--- src/rtl/c2d4_pkg.sv ---
// Shared types, constants and register codes for the 4x4 convolution stream unit.
package c2d4_pkg;

  localparam int PIX_W      = 8;
  localparam int COEF_W     = 8;
  localparam int KSIZE      = 4;
  localparam int TAPS       = KSIZE * KSIZE;
  localparam int PROD_W     = PIX_W + COEF_W;
  localparam int PART_W     = PROD_W + 2;
  localparam int SUM_W      = 20;
  localparam int IMG_W_W    = 7;
  localparam int IMG_H_W    = 16;
  localparam int CFG_DATA_W = 64;
  localparam int CFG_ADDR_W = 5;
  localparam int LINE_W     = PIX_W * (KSIZE - 1);

  localparam int DEF_MAX_WIDTH = 64;

  localparam logic [CFG_DATA_W-1:0] RST_COEF01 = 64'h0001_0100_0100_0001;
  localparam logic [CFG_DATA_W-1:0] RST_COEF23 = 64'h0100_0001_0001_0100;
  localparam logic [IMG_W_W-1:0]    RST_IMG_W  = 7'd48;
  localparam logic [IMG_H_W-1:0]    RST_IMG_H  = 16'd48;
  localparam logic [IMG_W_W-1:0]    MIN_IMG_W  = 7'd4;
  localparam logic [IMG_H_W-1:0]    MIN_IMG_H  = 16'd4;
  localparam logic [IMG_H_W-1:0]    FIRST_ROW  = 16'd3;

  typedef enum logic [1:0] {
    REG_COEF01 = 2'd0,
    REG_COEF23 = 2'd1,
    REG_IMG_W  = 2'd2,
    REG_IMG_H  = 2'd3
  } reg_idx_t;

  typedef logic [PIX_W-1:0] win_t [TAPS];

  typedef struct packed {
    logic valid;
    logic last;
  } ctl_t;

endpackage

--- src/rtl/c2d4_mac.sv ---
// Multiply-accumulate pipeline: sixteen products, four partial sums, final sum.
module c2d4_mac (
  input  logic                             clk,
  input  logic                             rst,
  input  logic                             en,
  input  c2d4_pkg::win_t                   win,
  input  logic [c2d4_pkg::CFG_DATA_W-1:0]  coef01,
  input  logic [c2d4_pkg::CFG_DATA_W-1:0]  coef23,
  input  c2d4_pkg::ctl_t                   ctl_in,
  output c2d4_pkg::ctl_t                   ctl_out,
  output logic [c2d4_pkg::SUM_W-1:0]       sum
);

  logic [c2d4_pkg::COEF_W-1:0] coef [c2d4_pkg::TAPS];
  logic [c2d4_pkg::PROD_W-1:0] prod [c2d4_pkg::TAPS];
  logic [c2d4_pkg::PART_W-1:0] part [c2d4_pkg::KSIZE];
  c2d4_pkg::ctl_t              prod_ctl;
  c2d4_pkg::ctl_t              part_ctl;

  for (genvar k = 0; k < c2d4_pkg::TAPS; k++) begin : g_coef
    if (k < 8) begin : g_lo
      assign coef[k] = coef01[8*k +: 8];
    end else begin : g_hi
      assign coef[k] = coef23[8*(k-8) +: 8];
    end
  end

  always_ff @(posedge clk) begin
    if (rst) begin
      prod_ctl <= '0;
      part_ctl <= '0;
      ctl_out  <= '0;
    end else if (en) begin
      prod_ctl <= ctl_in;
      part_ctl <= prod_ctl;
      ctl_out  <= part_ctl;
    end
  end

  always_ff @(posedge clk) begin
    if (en) begin
      for (int k = 0; k < c2d4_pkg::TAPS; k++) begin
        prod[k] <= c2d4_pkg::PROD_W'(win[k]) * c2d4_pkg::PROD_W'(coef[k]);
      end
      // one partial sum per kernel row
      for (int r = 0; r < c2d4_pkg::KSIZE; r++) begin
        part[r] <= c2d4_pkg::PART_W'(prod[4*r]) + c2d4_pkg::PART_W'(prod[4*r+1])
                 + c2d4_pkg::PART_W'(prod[4*r+2]) + c2d4_pkg::PART_W'(prod[4*r+3]);
      end
      sum <= c2d4_pkg::SUM_W'(part[0]) + c2d4_pkg::SUM_W'(part[1])
           + c2d4_pkg::SUM_W'(part[2]) + c2d4_pkg::SUM_W'(part[3]);
    end
  end

endmodule

--- config.mk ---
export PLATFORM = sky130hd
export DESIGN_NAME = c2d4_mac
export DESIGN_NICKNAME = d
export VERILOG_FILES = /design/src/rtl/c2d4_pkg.sv /design/src/rtl/c2d4_mac.sv
export SDC_FILE = /design/constraint.sdc
export NUM_CORES = 2
export LEC_CHECK = 0
export ABC_CLOCK_PERIOD_IN_PS = 5460
export BUFFER_PORTS_ARGS = -buffer_cell sky130_fd_sc_hd__buf_2
export CORE_UTILIZATION = 50
export CTS_BUF_LIST = sky130_fd_sc_hd__clkbuf_16
export DETAILED_ROUTE_END_ITERATION = 8
export PLACE_DENSITY = 0.78
export SYNTH_ARGS = -nofsm -noshare
export SYNTH_HDL_FRONTEND = slang
export SYNTH_SLANG_ARGS = --single-unit
--- constraint.sdc ---
create_clock -name clk -period 5.46 [get_ports clk]
set_input_delay 0.546 -clock clk [delete_from_list [all_inputs] [get_ports clk]]
set_output_delay 0.546 -clock clk [all_outputs]
set_load 0.01 [all_outputs]
After elaboration in Yosys (flattened, before gate mapping)
Memory sizes are Yosys's and may differ from the RTL's.
Cells that the tools add are included.

word-level totals
  output and inout bits = 22
  memories kept = 2
  logic and storage cells = 42
  register bits = 26
  bits in writable memories = 328
  bits of input ports = 261

operators by class
  add/subtract/negate cells = 15
  multipliers = 16
  multiplexer cells = 2

memories
  memory  words  width  rd ports  clocked after Yosys merged registers in  wr ports  RTL line        source
  prod    16     16     16        0                                        16        c2d4_mac.sv:15  logic [c2d4_pkg::PROD_W-1:0] prod [c2d4_pkg::TAPS];
  part    4      18     4         0                                        4         c2d4_mac.sv:16  logic [c2d4_pkg::PART_W-1:0] part [c2d4_pkg::KSIZE];

operator list
  kind            count
  $mul 8x8->16    16
  $add 17x16->18  4
  $add 18x16->18  4
  $add 16x16->17  4
  $add 19x18->20  1
  $add 20x18->20  1
  $add 18x18->19  1
  $mux 1          2

Logic depth before layout (Yosys ltp)
  word-level depth = 3
  depth in mapped cells = 16

Least setup slack after synthesis
No wires, ideal clock.

  path kind = input port to flip-flop
  start = input port win[125] (netlist name)
  end = memory prod[0][14] (netlist name), data pin
  setup slack = 0.977 ns
  arrival time = 4.217 ns
  setup time = 0.266 ns
  stages on the path = 15
  path through = nand2_1 > fa_1 > fa_1 > inv_1 > fa_1 > inv_1 > fa_1 > inv_1 > ha_1 > and3_2 > a2111o_1 > and2_4 > a221oi_2 > nor3_1 > xor2_1

RTL lines
  what                RTL line        source
  start: declaration  c2d4_mac.sv:6   input c2d4_pkg::win_t win,
  end: declaration    c2d4_mac.sv:15

==> impl_metrics.json <==
{
  "tns_ps": 0,
  "clkTransAtPathRegs_ps": 70,
  "finClkSkew_ps": 34.2,
  "rr_startpoint": "prod[9][1]",
  "post-route-min-period_ps": 4300,
  "dr_total_vias": 35700,
  "syn-instance-count": 5004,
  "synth_xor_area_frac": 0.0366,
  "synth-seq-area-share": 0.205,
  "async_reset_ff_frac": 0,
  "area_growth_pct": 8.77,
  "seq_area_um2": 10600,
  "num-nets-final": 6983,
  "synthesis.area_um2": 51500,
  "synthMuxAreaShare": 0.00462,
  "fin_util": 0.550,
  "drc_errors": 0,
  "die_height_um": 323,
  "fillers": 8852,
  "worstHoldPathType": "input pin to register",
  "drive_gt1_frac": 0.0761,
  "post_cts_resized": 0,
  "synth_compound_area_frac": 0.0731,
  "finalCritPeriodShare": 0.788,
  "cp_data_required_time_ps": 5760,
  "track_usage": 0.221,
  "relSlewSlack": 0.435,
  "r2r_end": "part[2][15]",
  "finalWirelength_um": 111000,
  "synth_edf_count": 348,
  "final_common_cell": "inv_1",
  "grt_start_max_net_pins": 137,
  "worstPathMaxFanout": 8,
  "synth_top_family_by_area": "adder cells",
  "clock_tree.root_cell": "clkbuf_16",
  "end_kind": "register",
  "yosysWarningCount": 0,
  "cts_tree": "yes",
  "path_class": "input pin to register",
  "worst_setup_path_start_kind": "input pin",
  "wl_per_cell_um": 16.5,
  "cts-htree-levels": 2,
  "viasPerCell": 5.32,
  "reg2reg_depth": 11,
  "gp_congestion": 0.872,
  "synth-simple-area-share": 0.167,
  "die_x_um": 323,
  "clockBufferDepth": 3,
  "critPathArrivalTime_ps": 4600,
  "antenna_cells": 0,
  "synth_seq_cells": 354,
  "grt_pass1_wl_um": 187000,
  "port_buffers": 282,
  "setup_viol": 0,
  "fp-row-count": 117,
  "coreArea_um2": 102000,
  "clock_sinks": 354,
  "dp_hpwl_um": 92000,
  "fmaxAchievable_mhz": 232,
  "hold_viol": 0,
  "slew_violations": 0,
  "grt_remaining_overflow": 0,
  "drtPass1Iterations": 6,
  "postRouteAntennaNets": 0,
  "multi_input_area_um2": 37600,
  "worstMarginPinSlew_ps": 847,
  "drt_iter0_drc": 1642,
  "first_global_vias": 37500,
  "r2r_slack_ps": 1610,
  "start_util": 0.505,
  "hp-start": "rst",
  "syn_nets": 6668,
  "avgSynthCellArea_um2": 10.3,
  "ios": 283,
  "outcome": "complete, no violations",
  "yosysUniqueCellTypes": 81,
  "holdBufCountCts": 0,
  "synth-adder-area-share": 0.449,
  "hold_end": "part_ctl[1]",
  "post-cts-setup-buffers": 0,
  "antenna_found_initial": 1,
  "worstSkewPairLatency_ps": 600,
  "synth-main-ff-cell": "edfxtp_1",
  "final_cell_mix": "876 x inv_1, 827 x and2_1, 740 x fa_1, 663 x ha_1, 348 x edfxtp_1",
  "rsz0062_at_grt": "false",
  "holdPathStages": 2,
  "cts-buffers-inserted": 41,
  "dieArea_um2": 104000,
  "maxCapViolCount": 0
}
[cell type report]
| class | instances | area share |
|---|---|---|
| Tap cell | 1368 | 0.0306 |
| Multi-Input combinational cell | 3763 | 0.671 |
| Clock inverter | 34 | 0.00655 |
| Sequential cell | 354 | 0.189 |
| Inverter | 875 | 0.0586 |
| Timing Repair Buffer | 284 | 0.0261 |
| Clock buffer | 41 | 0.0183 |
[cell usage after synthesis, drive strengths merged (12+ instances only)]
| library cell | instances | area, µm² |
|---|---|---|
| inv | 875 | 3280 |
| and2 | 829 | 5190 |
| fa | 740 | 14800 |
| ha | 663 | 8300 |
| edfxtp | 348 | 10500 |
| nand2 | 333 | 1250 |
| nor2 | 156 | 586 |
| xnor2 | 153 | 1340 |
| a21oi | 150 | 758 |
| o21ai | 100 | 504 |
| nor3 | 81 | 405 |
| xor2 | 62 | 543 |
| a21o | 59 | 443 |
| nand3 | 41 | 205 |
| nor2b | 39 | 244 |
| o211ai | 34 | 260 |
| a31oi | 30 | 246 |
| o21a | 21 | 158 |
| and3 | 18 | 114 |
| a211oi | 17 | 138 |
| mux2i | 17 | 170 |
| nand3b | 15 | 113 |
| o21bai | 15 | 113 |
| or3 | 15 | 93.8 |
| o311ai | 13 | 114 |
| nand4 | 12 | 75.1 |
[critical path, cell delays in order]
cell and delay [ps]:
buf_2 170, nand2_1 100, fa_1 510, fa_1 550
inv_1 50, fa_1 480, inv_1 50, fa_1 470
inv_1 40, ha_1 330, and3_2 230, a2111o_1 400
and2_4 180, a221oi_2 230, nor3_1 100, xor2_1 160
[flip-flops by register name, indices dropped and copies added (netlist names)]
register / cells
ctl_out: 2
part: 72
part_ctl: 2
prod: 256
prod_ctl: 2
sum: 20
[routing by layer]
layer	global-route usage	wire length (µm)	vias up
li1	-	-	17000
met1	0.303	50300	18000
met2	0.382	54600	677
met3	0.0209	4060	125
met4	0.0376	1640	0
met5	0	0	-
[metrics by stage]
stage               hold slack, ps  std cells  instance area [µm²]  worst slack, ps
floorplan                      460       5004                51500              977
global placement               471       6644                54600              616
detailed placement             478       6644                54600              595
CTS                            142       6719                56000             1170
global route                   172       6719                56000             1000
finish                         186       6719                56000             1160
[kinds of logic (layout without fill, tap and decap cells)]
group                    count (synthesis)  count (layout)
AO/OA/AOI/OAI                          539             539
buffers and inverters                  887            1234
flip-flops                             354             354
AND/OR/NAND/NOR                       1583            1583
XOR/XNOR                               215             215
adder cells (fa/ha/maj)               1403            1403
multiplexers                            23              23
[how the worst max path moves through the flow]
stage | start | endpoint | slack [ps] | cells after the start
after global placement | coef01[2] | prod[0][14] | 620 | 16
after detailed placement | coef01[2] | prod[0][14] | 590 | 16
after global routing | coef01[2] | prod[0][14] | 1000 | 16
after CTS | coef01[2] | prod[0][14] | 1170 | 16
after floorplan | win[125] | prod[0][14] | 980 | 15
final | coef01[2] | prod[0][14] | 1160 | 16
Power is not shown: default switching activity piles up to over one toggle a cycle in this logic, so the estimate is an artifact.
